==> src/kle_pkg.sv <==
// Shared types, codes and constants for the keyed line number extractor.
package kle_pkg;

	localparam int MAX_KEY_LEN = 16;
	localparam int KEY_LEN_W   = 5;
	localparam int QUEUE_DEPTH = 2;
	localparam int CFG_DATA_W  = 64;
	localparam int CFG_INDEX_W = 2;

	localparam logic [7:0] CH_ZERO  = 8'h30;
	localparam logic [7:0] CH_NINE  = 8'h39;
	localparam logic [7:0] CH_LA    = 8'h61;
	localparam logic [7:0] CH_LF    = 8'h66;
	localparam logic [7:0] CH_UA    = 8'h41;
	localparam logic [7:0] CH_UF    = 8'h46;
	localparam logic [7:0] CH_TAB   = 8'h09;
	localparam logic [7:0] CH_NL    = 8'h0A;
	localparam logic [7:0] CH_SPACE = 8'h20;
	localparam logic [3:0] HEX_LETTER_BIAS = 4'd9;

	typedef enum logic [CFG_INDEX_W-1:0] {
		REG_KEY_LOW  = 2'd0,
		REG_KEY_HIGH = 2'd1,
		REG_KEY_LEN  = 2'd2,
		REG_HEX_MODE = 2'd3
	} cfg_reg_t;

	typedef enum logic [1:0] {
		ST_FOUND     = 2'd0,
		ST_NO_KEY    = 2'd1,
		ST_NO_DIGITS = 2'd2,
		ST_SATURATED = 2'd3
	} status_t;

	typedef enum logic [2:0] {
		PH_COMPARE  = 3'd0,
		PH_SKIPLINE = 3'd1,
		PH_BLANKS   = 3'd2,
		PH_DIGITS   = 3'd3,
		PH_DONE     = 3'd4
	} phase_t;

	typedef struct packed {
		logic [MAX_KEY_LEN-1:0][7:0] key;
		logic [KEY_LEN_W-1:0]        key_len;
		logic                        hex_mode;
	} cfg_t;

	typedef struct packed {
		logic [7:0] text_byte;
		logic       last;
		logic       zero;
		logic       newline;
		logic       blank;
		logic       digit;
		logic [3:0] digit_val;
	} item_t;

endpackage

==> src/kle_front.sv <==
// Front end: accepts text bytes and classifies them for the parser.
module kle_front (
	input  logic          text_valid,
	output logic          text_ready,
	input  logic [7:0]    text_byte,
	input  logic          last_byte,
	input  logic          hex_mode,
	input  logic          queue_full,
	output logic          push,
	output kle_pkg::item_t item
);

	logic is_num;
	logic is_lower;
	logic is_upper;

	assign text_ready = !queue_full;
	assign push       = text_valid && text_ready;

	always_comb begin
		is_num   = (text_byte >= kle_pkg::CH_ZERO) && (text_byte <= kle_pkg::CH_NINE);
		is_lower = (text_byte >= kle_pkg::CH_LA) && (text_byte <= kle_pkg::CH_LF);
		is_upper = (text_byte >= kle_pkg::CH_UA) && (text_byte <= kle_pkg::CH_UF);

		item.text_byte = text_byte;
		item.last      = last_byte;
		item.zero      = (text_byte == 8'd0);
		item.newline   = (text_byte == kle_pkg::CH_NL);
		item.blank     = (text_byte == kle_pkg::CH_SPACE) || (text_byte == kle_pkg::CH_TAB);
		item.digit     = is_num || (hex_mode && (is_lower || is_upper));
		// letters a-f and A-F both carry 1..6 in the low nibble
		item.digit_val = is_num ? text_byte[3:0]
		                        : text_byte[3:0] + kle_pkg::HEX_LETTER_BIAS;
	end

endmodule

==> src/kle_queue.sv <==
// Short FIFO of classified bytes between front end and parser.
module kle_queue #(
	parameter int DEPTH = kle_pkg::QUEUE_DEPTH,
	localparam int PTR_W = (DEPTH > 1) ? $clog2(DEPTH) : 1,
	localparam int CNT_W = $clog2(DEPTH + 1)
) (
	input  logic           clk,
	input  logic           arst_n,
	input  logic           push,
	input  kle_pkg::item_t push_item,
	input  logic           pop,
	output kle_pkg::item_t head_item,
	output logic           not_empty,
	output logic           full,
	output logic [CNT_W-1:0] count
);

	kle_pkg::item_t   slots_q [DEPTH];
	logic [PTR_W-1:0] wr_ptr_q;
	logic [PTR_W-1:0] rd_ptr_q;
	logic [CNT_W-1:0] count_q;

	function automatic logic [PTR_W-1:0] advance(input logic [PTR_W-1:0] p);
		return (p == PTR_W'(DEPTH - 1)) ? '0 : p + 1'b1;
	endfunction

	assign head_item = slots_q[rd_ptr_q];
	assign not_empty = (count_q != '0);
	assign full      = (count_q == CNT_W'(DEPTH));
	assign count     = count_q;

	always_ff @(posedge clk) begin
		if (push) begin
			slots_q[wr_ptr_q] <= push_item;
		end
	end

	always_ff @(posedge clk or negedge arst_n) begin
		if (!arst_n) begin
			wr_ptr_q <= '0;
			rd_ptr_q <= '0;
			count_q  <= '0;
		end else begin
			if (push) begin
				wr_ptr_q <= advance(wr_ptr_q);
			end
			if (pop) begin
				rd_ptr_q <= advance(rd_ptr_q);
			end
			if (push && !pop) begin
				count_q <= count_q + 1'b1;
			end else if (pop && !push) begin
				count_q <= count_q - 1'b1;
			end
		end
	end

endmodule

==> src/kle_back.sv <==
// Parser back end: key match, blank skip, number accumulation, result register.
module kle_back (
	input  logic                 clk,
	input  logic                 arst_n,
	input  kle_pkg::cfg_t        cfg,
	input  kle_pkg::item_t       item,
	input  logic                 item_valid,
	output logic                 pop,
	output logic                 result_valid,
	input  logic                 result_ready,
	output logic [1:0]           status,
	output logic [63:0]          value
);

	localparam int KW = kle_pkg::KEY_LEN_W;

	kle_pkg::phase_t phase_q, ph, c_phase;
	logic [KW-1:0]   mp_q, c_mp, klen;
	logic [63:0]     acc_q, c_acc;
	logic            seen_q, c_seen, sat_q, c_sat;
	logic [67:0]     dec_sum;
	logic            give_num, give_end, result, number_path;
	kle_pkg::status_t res_status;
	logic [63:0]     res_value;

	logic            valid_q;
	logic [1:0]      status_q;
	logic [63:0]     value_q;

	assign pop          = item_valid && (!valid_q || result_ready);
	assign result_valid = valid_q;
	assign status       = status_q;
	assign value        = value_q;

	// next state
	always_comb begin
		klen = (cfg.key_len > KW'(kle_pkg::MAX_KEY_LEN)) ? KW'(kle_pkg::MAX_KEY_LEN)
		                                                 : cfg.key_len;
		dec_sum = ({4'b0, acc_q} << 3) + ({4'b0, acc_q} << 1) + 68'(item.digit_val);
		ph       = phase_q;
		c_phase  = phase_q;
		c_mp     = mp_q;
		c_acc    = acc_q;
		c_seen   = seen_q;
		c_sat    = sat_q;
		give_num = 1'b0;
		if (!item.zero && phase_q != kle_pkg::PH_DONE) begin
			if (ph == kle_pkg::PH_COMPARE && mp_q >= klen) begin
				ph = kle_pkg::PH_BLANKS;
			end
			if (ph == kle_pkg::PH_COMPARE) begin
				if (item.text_byte == cfg.key[mp_q[3:0]]) begin
					c_mp    = mp_q + 1'b1;
					c_phase = (c_mp >= klen) ? kle_pkg::PH_BLANKS : kle_pkg::PH_COMPARE;
				end else begin
					c_mp    = '0;
					c_phase = item.newline ? kle_pkg::PH_COMPARE : kle_pkg::PH_SKIPLINE;
				end
			end else if (ph == kle_pkg::PH_SKIPLINE) begin
				if (item.newline) begin
					c_phase = kle_pkg::PH_COMPARE;
					c_mp    = '0;
				end
			end else if (ph == kle_pkg::PH_BLANKS && item.blank) begin
				c_phase = kle_pkg::PH_BLANKS;
			end else begin
				c_phase = kle_pkg::PH_DIGITS;
				if (!item.digit) begin
					give_num = 1'b1;
				end else begin
					c_seen = 1'b1;
					if (cfg.hex_mode) begin
						c_acc = {acc_q[59:0], item.digit_val};
					end else if (!sat_q) begin
						if (dec_sum[67:64] != 4'd0) begin
							c_sat = 1'b1;
							c_acc = '1;
						end else begin
							c_acc = dec_sum[63:0];
						end
					end
				end
			end
		end
		give_end = (phase_q != kle_pkg::PH_DONE) && !give_num && (item.zero || item.last);
		result   = give_num || give_end;
	end

	// result payload
	always_comb begin
		number_path = give_num || (give_end && (c_phase == kle_pkg::PH_BLANKS ||
		                                       c_phase == kle_pkg::PH_DIGITS));
		res_status = kle_pkg::ST_NO_KEY;
		res_value  = '0;
		if (number_path) begin
			if (cfg.hex_mode || (!c_sat && c_seen)) begin
				res_status = kle_pkg::ST_FOUND;
				res_value  = c_acc;
			end else if (c_sat) begin
				res_status = kle_pkg::ST_SATURATED;
				res_value  = '1;
			end else begin
				res_status = kle_pkg::ST_NO_DIGITS;
			end
		end
	end

	always_ff @(posedge clk or negedge arst_n) begin
		if (!arst_n) begin
			phase_q <= kle_pkg::PH_COMPARE;
			mp_q    <= '0;
			acc_q   <= '0;
			seen_q  <= 1'b0;
			sat_q   <= 1'b0;
			valid_q <= 1'b0;
		end else begin
			if (pop) begin
				if (item.last) begin
					phase_q <= kle_pkg::PH_COMPARE;
					mp_q    <= '0;
					acc_q   <= '0;
					seen_q  <= 1'b0;
					sat_q   <= 1'b0;
				end else if (result) begin
					phase_q <= kle_pkg::PH_DONE;
				end else begin
					phase_q <= c_phase;
					mp_q    <= c_mp;
					acc_q   <= c_acc;
					seen_q  <= c_seen;
					sat_q   <= c_sat;
				end
			end
			if (pop && result) begin
				valid_q <= 1'b1;
			end else if (result_ready) begin
				valid_q <= 1'b0;
			end
		end
	end

	always_ff @(posedge clk) begin
		if (pop && result) begin
			status_q <= res_status;
			value_q  <= res_value;
		end
	end

endmodule

==> src/keyed_line_number_extractor.sv <==
// Top level of the keyed line number extractor: config registers and the front/queue/back chain.
//
// Usage: text bytes arrive on the text channel (text_valid/text_ready with text_byte and
// last_byte), one transfer per byte. At every line start the leading bytes are compared with
// the key held in the config registers; after the first matching line, blanks are skipped
// and a decimal or hex number is read. Each text yields exactly one result transfer on the
// result channel (result_valid/result_ready with status and value), issued at the first
// non-digit, at a zero byte or at the byte flagged last_byte.
// Throughput: one byte per cycle while no result waits on result_ready. A byte is written
// into the queue on its transfer; the parser takes it from the queue head and, when it ends a
// text's result, loads the output register that drives result_valid. The queue
// (QUEUE_DEPTH entries) lets the front keep taking bytes while a finished result waits.
// Stall: when result_ready is low with a result pending, the parser holds; the queue fills
// and text_ready drops once it is full.
// Config: cfg_write with cfg_index/cfg_data writes a register; write only while idle.
// Reset: arst_n clears the parser to line start and empties the queue and output register;
// key registers clear, key_length returns to 1 and hex_mode to decimal.
module keyed_line_number_extractor #(
	parameter int QUEUE_DEPTH = kle_pkg::QUEUE_DEPTH
) (
	input  logic                            clk,
	input  logic                            arst_n,
	input  logic                            cfg_write,
	input  logic [kle_pkg::CFG_INDEX_W-1:0] cfg_index,
	input  logic [kle_pkg::CFG_DATA_W-1:0]  cfg_data,
	input  logic                            text_valid,
	output logic                            text_ready,
	input  logic [7:0]                      text_byte,
	input  logic                            last_byte,
	output logic                            result_valid,
	input  logic                            result_ready,
	output logic [1:0]                      status,
	output logic [63:0]                     value
);

	localparam int CNT_W = $clog2(QUEUE_DEPTH + 1);

	kle_pkg::cfg_t  cfg_q;
	kle_pkg::item_t front_item, head_item;
	logic           push, pop, q_not_empty, q_full;
	logic [CNT_W-1:0] q_count;

	// Config registers: key characters in two halves, length and mode.
	always_ff @(posedge clk or negedge arst_n) begin
		if (!arst_n) begin
			cfg_q.key      <= '0;
			cfg_q.key_len  <= kle_pkg::KEY_LEN_W'(1);
			cfg_q.hex_mode <= 1'b0;
		end else if (cfg_write) begin
			unique case (kle_pkg::cfg_reg_t'(cfg_index))
				kle_pkg::REG_KEY_LOW:  cfg_q.key[7:0]   <= cfg_data;
				kle_pkg::REG_KEY_HIGH: cfg_q.key[15:8]  <= cfg_data;
				kle_pkg::REG_KEY_LEN:  cfg_q.key_len    <= cfg_data[kle_pkg::KEY_LEN_W-1:0];
				kle_pkg::REG_HEX_MODE: cfg_q.hex_mode   <= cfg_data[0];
				default: ;
			endcase
		end
	end

	// Classify each byte as it is taken.
	kle_front u_front (
		.text_valid (text_valid),
		.text_ready (text_ready),
		.text_byte  (text_byte),
		.last_byte  (last_byte),
		.hex_mode   (cfg_q.hex_mode),
		.queue_full (q_full),
		.push       (push),
		.item       (front_item)
	);

	// Decouple the front from the parser so either side can stall alone.
	kle_queue #(
		.DEPTH (QUEUE_DEPTH)
	) u_queue (
		.clk       (clk),
		.arst_n    (arst_n),
		.push      (push),
		.push_item (front_item),
		.pop       (pop),
		.head_item (head_item),
		.not_empty (q_not_empty),
		.full      (q_full),
		.count     (q_count)
	);

	// Parse and hold the result until the receiver takes it.
	kle_back u_back (
		.clk          (clk),
		.arst_n       (arst_n),
		.cfg          (cfg_q),
		.item         (head_item),
		.item_valid   (q_not_empty),
		.pop          (pop),
		.result_valid (result_valid),
		.result_ready (result_ready),
		.status       (status),
		.value        (value)
	);

	// Queue never overflows its depth.
	a_queue_bound: assert property (@(posedge clk) disable iff (!arst_n)
		q_count <= CNT_W'(QUEUE_DEPTH))
		else $error("queue count beyond depth");

	// Front stalls only because the queue is full.
	a_ready_full: assert property (@(posedge clk) disable iff (!arst_n)
		!text_ready |-> q_count == CNT_W'(QUEUE_DEPTH))
		else $error("text_ready low with queue space");

	// Results without a number carry a zero value.
	a_zero_value: assert property (@(posedge clk) disable iff (!arst_n)
		result_valid && (status == kle_pkg::ST_NO_KEY || status == kle_pkg::ST_NO_DIGITS)
		|-> value == '0)
		else $error("nonzero value without a number");

	// Saturated decimal results read as all ones.
	a_sat_value: assert property (@(posedge clk) disable iff (!arst_n)
		result_valid && status == kle_pkg::ST_SATURATED |-> value == '1)
		else $error("saturated value not all ones");

endmodule
==> config.mk <==
export PLATFORM = sky130hd
export DESIGN_NAME = keyed_line_number_extractor
export DESIGN_NICKNAME = d
export VERILOG_FILES = /design/src/kle_pkg.sv /design/src/kle_front.sv /design/src/kle_queue.sv /design/src/kle_back.sv /design/src/keyed_line_number_extractor.sv
export SDC_FILE = /design/constraint.sdc
export NUM_CORES = 1
export LEC_CHECK = 0
export ABC_AREA = 1
export BUFFER_PORTS_ARGS = -buffer_cell sky130_fd_sc_hd__buf_2
export CAP_MARGIN = 15
export CORE_AREA = 5 5 241 243
export DETAILED_ROUTE_END_ITERATION = 8
export DIE_AREA = 0 0 246 248
export PLACE_DENSITY_LB_ADDON = 0.2
export SLEW_MARGIN = 20
export SYNTH_ARGS = -nofsm -noshare
export SYNTH_HDL_FRONTEND = slang
export SYNTH_SLANG_ARGS = --single-unit
export TNS_END_PERCENT = 10
==> constraint.sdc <==
create_clock -name clk -period 7.21 [get_ports clk]
set_input_delay 1.0815 -clock clk [delete_from_list [all_inputs] [get_ports clk]]
set_output_delay 1.0815 -clock clk [all_outputs]
set_load 0.02 [all_outputs]
# --- Word level (Yosys, flattened, before mapping) ---
# Memory sizes are Yosys's and may differ from the RTL's.
# Cells that the tools add are included.
op_classes:
  add_sub_neg: 8
  magnitude_cmp: 10
  n_eq_ne: 14
  n_mux: 67
  bitwise: 1
  n_reduce_logical: 50
ops:
  columns: ["cell", "n"]
  rows:
  - ["two-way mux 64 bit", 12]
  - ["adder 67 x 65 -> 68 bit", 1]
  - ["adder 68 x 4 -> 68 bit", 1]
  - ["two-way mux 5 bit", 8]
  - ["binary-select mux 8 bit (select 4 bit)", 1]
  - ["two-way mux 1 bit", 32]
  - ["two-way mux 3 bit", 9]
  - ["== test 8 x 4 -> 1 bit (second input constant)", 2]
  - ["greater-or-equal comparator 8 x 7 -> 1 bit (second input constant)", 2]
  - ["<= comparator 8 x 7 -> 1 bit (second input constant)", 2]
  - ["logical AND 1 bit", 16]
  - ["greater-or-equal comparator 5 bit", 2]
  - ["AND reduction 2 bit", 5]
  - ["== test 3 x 2 -> 1 bit (second input constant)", 3]
  - ["logical OR 1 bit", 9]
  - ["== test 8 x 6 -> 1 bit (second input constant)", 1]
  - ["== test 8 bit", 1]
  - ["greater-or-equal comparator 8 x 6 -> 1 bit (second input constant)", 1]
  - ["<= comparator 8 x 6 -> 1 bit (second input constant)", 1]
  - ["logical NOT 8 bit", 1]
  - ["two-way mux 8 bit", 1]
  - ["nonzero test 2 bit", 4]
  - ["logical NOT 1 bit", 7]
  - ["== test 2 bit (second input constant)", 3]
  - ["20 further kinds", 25]
word_totals:
  regBits: 279
  mem_bits_rw: 34
  inputBits: 80
  output_inout_bits: 68
  elab_cells: 181
  n_memories: 1
memory_table:
  columns: ["memory", "words", "width", "read_ports", "rd_ports_with_merged_regs", "wr", "line", "rtl"]
  rows:
  - ["u_queue.slots_q", 2, 17, 1, 0, 1, "kle_queue.sv:18", "kle_pkg::item_t slots_q [DEPTH];"]

# --- Logic depth before layout (Yosys ltp) ---
depth:
  depth_word: 19
  mapped_depth: 31
  ltp_nobuf: 29

# --- Hierarchy ---
# From an unflattened synthesis, not the netlist that was laid out.
unflattened:
  hier_cells: 3240
  hier_area_um2: 23422.5
by_module_without_submodules:
  columns: ["mod", "n_inst", "cells_each", "area_per_inst_um2", "seq_area_each_um2"]
  rows:
  - ["kle_back", 1, 2508, 15937.8, 3858.7]
  - ["keyed_line_number_extractor", 1, 593, 5627.9, 3354.5]
  - ["kle_queue", 1, 78, 1483.9, 1121.1]
  - ["kle_front", 1, 61, 372.9, 0.0]

# --- Worst setup path before layout ---
# Ideal clock, no wire load.
synth_timing:
  path_kind: "register to register"
  start: "register u_back.mp_q[0]"
  end: "register u_back.status_q[0], in the netlist u_back.status[0] (enable)"
  setup_time_ns: 0.491
  t_arrival_ns: 4.960
  t_required_ns: 6.719
  setup_slack_ns: 1.759
  path_stages_with_launch: 19
  n_path_buf: 3
  period_less_slack_ns: 5.451
  path_cell_list: "dfrtp_1 -> buf_6 -> inv_6 -> buf_6 -> buf_6 -> ha_1 -> o21ai_1 -> nor2_1 -> a21oi_1 -> nand3b_1 -> a21oi_1 -> nand3_1 -> nand2_1 -> inv_1 -> nand4_1 -> nand2_1 -> nand2_1 -> inv_1 -> nor2_1"
synth_between:
  elab_chain_cells: 15
  word_cells_on_any_way: 17
  classes_between: "1 x order compare; 2 x eq/ne; 6 x mux; 8 x reduce/logical"
synth_lines:
  columns: ["item", "line", "rtl"]
  rows:
  - ["from (decl)", "kle_back.sv:18", "logic [KW-1:0] mp_q, c_mp, klen;"]
  - ["from (signal assigned)", "kle_back.sv:128", "mp_q <= c_mp;"]
  - ["greater-or-equal comparator 5 bit *", "kle_back.sv:48", "if (ph == kle_pkg::PH_COMPARE && mp_q >= klen) begin"]
  - ["logical AND 1 bit *", "kle_back.sv:48", null]
  - ["two-way mux 3 bit *", "kle_back.sv:48", null]
  - ["two-way mux 3 bit *", "kle_back.sv:47", "if (!item.zero && phase_q != kle_pkg::PH_DONE) begin"]
  - ["== test 3 x 2 -> 1 bit", "kle_back.sv:64", "end else if (ph == kle_pkg::PH_BLANKS && item.blank) begin"]
  - ["logical AND 1 bit", "kle_back.sv:64", null]
  - ["two-way mux 1 bit", "kle_back.sv:64", null]
  - ["two-way mux 1 bit", "kle_back.sv:59", "end else if (ph == kle_pkg::PH_SKIPLINE) begin"]
  - ["two-way mux 1 bit *", "kle_back.sv:51", "if (ph == kle_pkg::PH_COMPARE) begin"]
  - ["two-way mux 1 bit *", "kle_back.sv:47", null]
  - ["logical NOT 1 bit", "kle_back.sv:85", "give_end = (phase_q != kle_pkg::PH_DONE) && !give_num && (item.zero || item.last);"]
  - ["logical AND 1 bit (2 in a row)", "kle_back.sv:85", null]
  - ["logical OR 1 bit *", "kle_back.sv:86", "result = give_num || give_end;"]
  - ["logical AND 1 bit *", "kle_back.sv:143", "if (pop && result) begin"]
  - ["to (signal assigned)", "kle_back.sv:144", "status_q <= res_status;"]
  - ["to (decl)", "kle_back.sv:27", "logic [1:0] status_q;"]
# Mark *: on every way between the ends. The rest lies on a longest branch, timed or not. The select of a mux whose other input is x is not followed.
# A chain may end at the register's enable or synchronous reset.

# --- Final worst setup path ---
layout_timing:
  start: "register u_queue.rd_ptr_q"
  end: "register u_back.value_q[18], in the netlist u_back.value[18] (data pin)"
layout_between:
  elab_chain_cells: 15
  word_cells_on_any_way: 54
  classes_between: "1 x add/sub; 3 x eq/ne; 35 x mux; 14 x reduce/logical; 1 x memory"
layout_lines:
  columns: ["item", "line", "rtl"]
  rows:
  - ["from (decl)", "kle_queue.sv:20", "logic [PTR_W-1:0] rd_ptr_q;"]
  - ["from (signal assigned)", "kle_queue.sv:48", "rd_ptr_q <= advance(rd_ptr_q);"]
  - ["memory (2 x 17 bit) *", null, null]
  - ["adder 68 x 4 -> 68 bit", "kle_back.sv:39", "dec_sum = ({4'b0, acc_q} << 3) + ({4'b0, acc_q} << 1) + 68'(item.digit_val);"]
  - ["nonzero test 4 bit", "kle_back.sv:75", "if (dec_sum[67:64] != 4'd0) begin"]
  - ["two-way mux 1 bit", "kle_back.sv:75", null]
  - ["two-way mux 1 bit", "kle_back.sv:74", "end else if (!sat_q) begin"]
  - ["two-way mux 1 bit", "kle_back.sv:72", "if (cfg.hex_mode) begin"]
  - ["two-way mux 1 bit", "kle_back.sv:68", "if (!item.digit) begin"]
  - ["two-way mux 1 bit", "kle_back.sv:64", null]
  - ["two-way mux 1 bit", "kle_back.sv:59", null]
  - ["two-way mux 1 bit", "kle_back.sv:51", null]
  - ["two-way mux 1 bit", "kle_back.sv:47", null]
  - ["logical NOT 1 bit", "kle_back.sv:96", "if (cfg.hex_mode || (!c_sat && c_seen)) begin"]
  - ["logical AND 1 bit", "kle_back.sv:96", null]
  - ["logical OR 1 bit", "kle_back.sv:96", null]
  - ["two-way mux 64 bit", "kle_back.sv:96", null]
  - ["to (signal assigned)", "kle_back.sv:145", "value_q <= res_value;"]
  - ["to (decl)", "kle_back.sv:28", "logic [63:0] value_q;"]
# Mark *: on every way between the ends. The rest lies on a longest branch, timed or not.

==> results.ini <==
[synthesis]
synth.avg_cell_area_um2 = 7.09
ys.flop_type = dfrtp_1
ys_seq_area_frac = 0.370
synth.top_cells.by_area = dfrtp_1, nand2_1, edfxtp_1, ha_1, o21ai_0
synthArstFlopShare = 0.681
synth_most_common_cell = nand2_1
netlist-cell-type-count = 46
synth.net_count = 3399
yosys_register_bits = 313
synth_area_um2 = 22500
yosysTopAreaCell = dfrtp_1
netlist_top_cells_count = nand2_1, inv_1, o21ai_0, a21oi_1, dfrtp_1
ys.warnings.count = 0
synth-edff-count = 100
syn_inst = 3174
synth.top_cell.area_share = 0.236

[sta]
fin_tns_setup_ps = 0
worst_slew_pin_slew_ps = 1000
whs_ps = 477
maxSlewViolCount = 0
setup_violations = 0
hold_viol_final = 0
fin_crit_sh = 0.717
final.min_clock_period_ps = 5170
rsz0062_at_grt = no
finalClockSkew_ps = 17.4
relSlewSlack = 0.329
fmax_mhz = 194

[worst_setup_path]
timing.critical_path.buf_inv = 3
crit_required_ps = 7520
crit_fanout = 46
crit_type = reg2reg
reg2reg_depth = 26
worst_setup_path_start_kind = flop
worst_path_most_repeated_cell = nand2_1
worstReg2RegStart = u_queue.rd_ptr_q$_DFFE_PN0P_
arrival_ps = 5470
crit_slowest_cell = dfrtp_1
rrSetupSlack_ps = 2040
crit_path_max_incr_delay_ps = 860
crit_family = simple AND/OR/NAND/NOR gates
r2r_end = u_back.value[18]$_SDFFCE_PP0P_
cp-end-kind = flop

[finish]
fill_cells = 5904
drive_gt1_frac = 0.109
syn2layout_area_growth_pct = 11.2
final_util = 0.449
finalNetCount = 3476
fin_cells = 4032
antennaDiodeCount = 0

[cts]
cts_root_buf = clkbuf_16
clkLatencyLatePin_ps = 590
clockBufferDepth = 3
ctsResizeCount = 0
clk_pin_slew_ps = 60
post_cts_buffers = 0
postCtsHoldBufs = 0
cts_buffers = 38
cts.sinks = 313
cts_tree = yes
cts_htree_levels = 2

[hold_path]
hp-class = reg2reg
whs_endpoint = cfg_q[18]$_DFFE_PN0P_
hold_depth = 2
min_from = cfg_q[18]$_DFFE_PN0P_

[floorplanning]
core-area_um2 = 55700
die_y_um = 248
die_area_um2 = 61000
io_pins = 148
row_count = 87
start_util = 0.404
die_width_um = 246

[power_and_ir_drop]
clkPwrFrac = 0.267
power_frac_comb = 0.375
power.total_mw = 7.27
p_leak_nw = 12.7
pwr-share-seq = 0.358
p_int_mw = 4.22
p_sw_frac = 0.419
p_switching_mw = 3.05
power_density_nw_per_um2 = 290
ir_drop_mv = 0.200

[global_route]
grt_pass1_wl_mm = 107
grt_use_total = 0.215
grt_max_degree = 121
antenna_found_initial = 1
grt_overflow = 0
grt_pass1_vias = 19600

[place]
place_hpwl_mm = 48.5
gp_congestion = 1.00
place_inst = 3965
port_buffers = 147

[run]
cap_violations = 0

[route]
viasPerCell = 5.02
drt-total-wl_mm = 66.2
drtAntennaViolNets = 0
dr.pass1.iters = 5
route.vias.total = 20200
remaining_drc_errors = 0
wire_per_inst_um = 16.4
drt_iter0_drc = 1238

[status]
outcome = finished clean

## state kept, by name, summed over array words and instances, names as in the netlist
| register | cells |
|---|---|
| u_queue.slots_q | 34 |
| u_back.mp_q | 5 |
| u_back.phase_q | 3 |
| u_back.value | 64 |
| u_queue.wr_ptr_q | 1 |
| u_queue.rd_ptr_q | 1 |
| u_back.status | 2 |
| u_back.seen_q | 1 |
| u_back.sat_q | 1 |
| u_back.result_valid | 1 |
| cfg_q | 134 |
| u_back.acc_q | 64 |
| u_queue.count | 2 |
## layout by cell type, fill, tap and decap left out, drive strengths merged, types with 43 or more instances in the layout
master,instances
a21oi,278
buf,169
clkbuf,49
dfrtp,212
edfxtp,100
ha,143
inv,379
nand2,1087
nand3,106
nor2,216
o21ai,322
xor2,43
## metrics by stage
stage,setup WS (ps),cell area (um2)
2_1_floorplan,1760,22500
3_3_place_gp,1920,23700
3_5_place_dp,1840,23700
4_1_cts,1810,25000
5_1_grt,1610,25000
6_report,2040,25000
## worst max-delay path by stage
stage | to | cells past startpoint | startpoint
global route | u_back.value[35]$_SDFFCE_PP0P_ | 26 | u_queue.rd_ptr_q$_DFFE_PN0P_
global placement | u_back.value[55]$_SDFFCE_PP0P_ | 24 | u_queue.rd_ptr_q$_DFFE_PN0P_
CTS | u_back.value[60]$_SDFFCE_PP0P_ | 24 | u_queue.rd_ptr_q$_DFFE_PN0P_
finish | u_back.value[18]$_SDFFCE_PP0P_ | 26 | u_queue.rd_ptr_q$_DFFE_PN0P_
detailed placement | u_back.value[60]$_SDFFCE_PP0P_ | 24 | u_queue.rd_ptr_q$_DFFE_PN0P_
floorplan | u_back.status[0]$_SDFFCE_PP1P_ | 18 | u_back.mp_q[0]$_DFFE_PN0P_
## final cells by class
type | instances | area, um2 | share of cell area
multi-input combinational | 2348 | 12100 | 0.484
tap | 756 | 946 | 0.0378
inverter | 381 | 1440 | 0.0574
sequential | 313 | 8340 | 0.333
clock inverter | 16 | 221 | 0.00885
clock buffer | 49 | 1020 | 0.0408
timing repair buffer | 169 | 951 | 0.0380
## logic make-up (layout without fill, tap and decap cells)
logic type / after synthesis / count (layout) / synth area share
buf+inv: 513 / 615 / 0.0947
xor+xnor: 56 / 56 / 0.0218
compound gates: 661 / 661 / 0.163
simple gates: 1476 / 1476 / 0.264
fa+ha+maj: 145 / 145 / 0.0812
flops: 313 / 313 / 0.370
mux: 10 / 10 / 0.00445
## power groups by stage
stage | combinational (mW) | clock, mW | sequential (mW)
global placement | 2.74 | 0 | 2.64
CTS | 2.77 | 1.99 | 2.61
global route | 3.05 | 2.05 | 2.65
finish | 2.73 | 1.94 | 2.60
floorplan | 1.69 | 0 | 2.82
detailed placement | 2.75 | 0 | 2.64
## worst reg2reg max path: stages (launching register included)
cell	delay (ps)
dfrtp_1	860
inv_1	340
nand2_1	160
nand2_1	90
fa_1	510
inv_1	60
fa_1	450
inv_1	90
nand3_1	80
nand2_2	110
nand2_1	70
nand2_2	80
nand2_1	60
nand2_2	90
nand2_1	70
nand2_2	110
nand2_2	70
nand3_1	70
nand2_1	60
nor2_1	100
nand2_2	570
o21ai_0	430
nand2_1	80
nand2_1	70
nand2_1	70
nand2_1	90
a21oi_2	70
## per-layer routing
metal	vias up	wire [um]	global-route usage
met1	9299	29800	0.285
met4	2	2000	0.0683
li1	10400	-	-
met5	-	13	0
met3	107	2940	0.0277
met2	427	31500	0.367
Power figures use the tool's default switching activity.
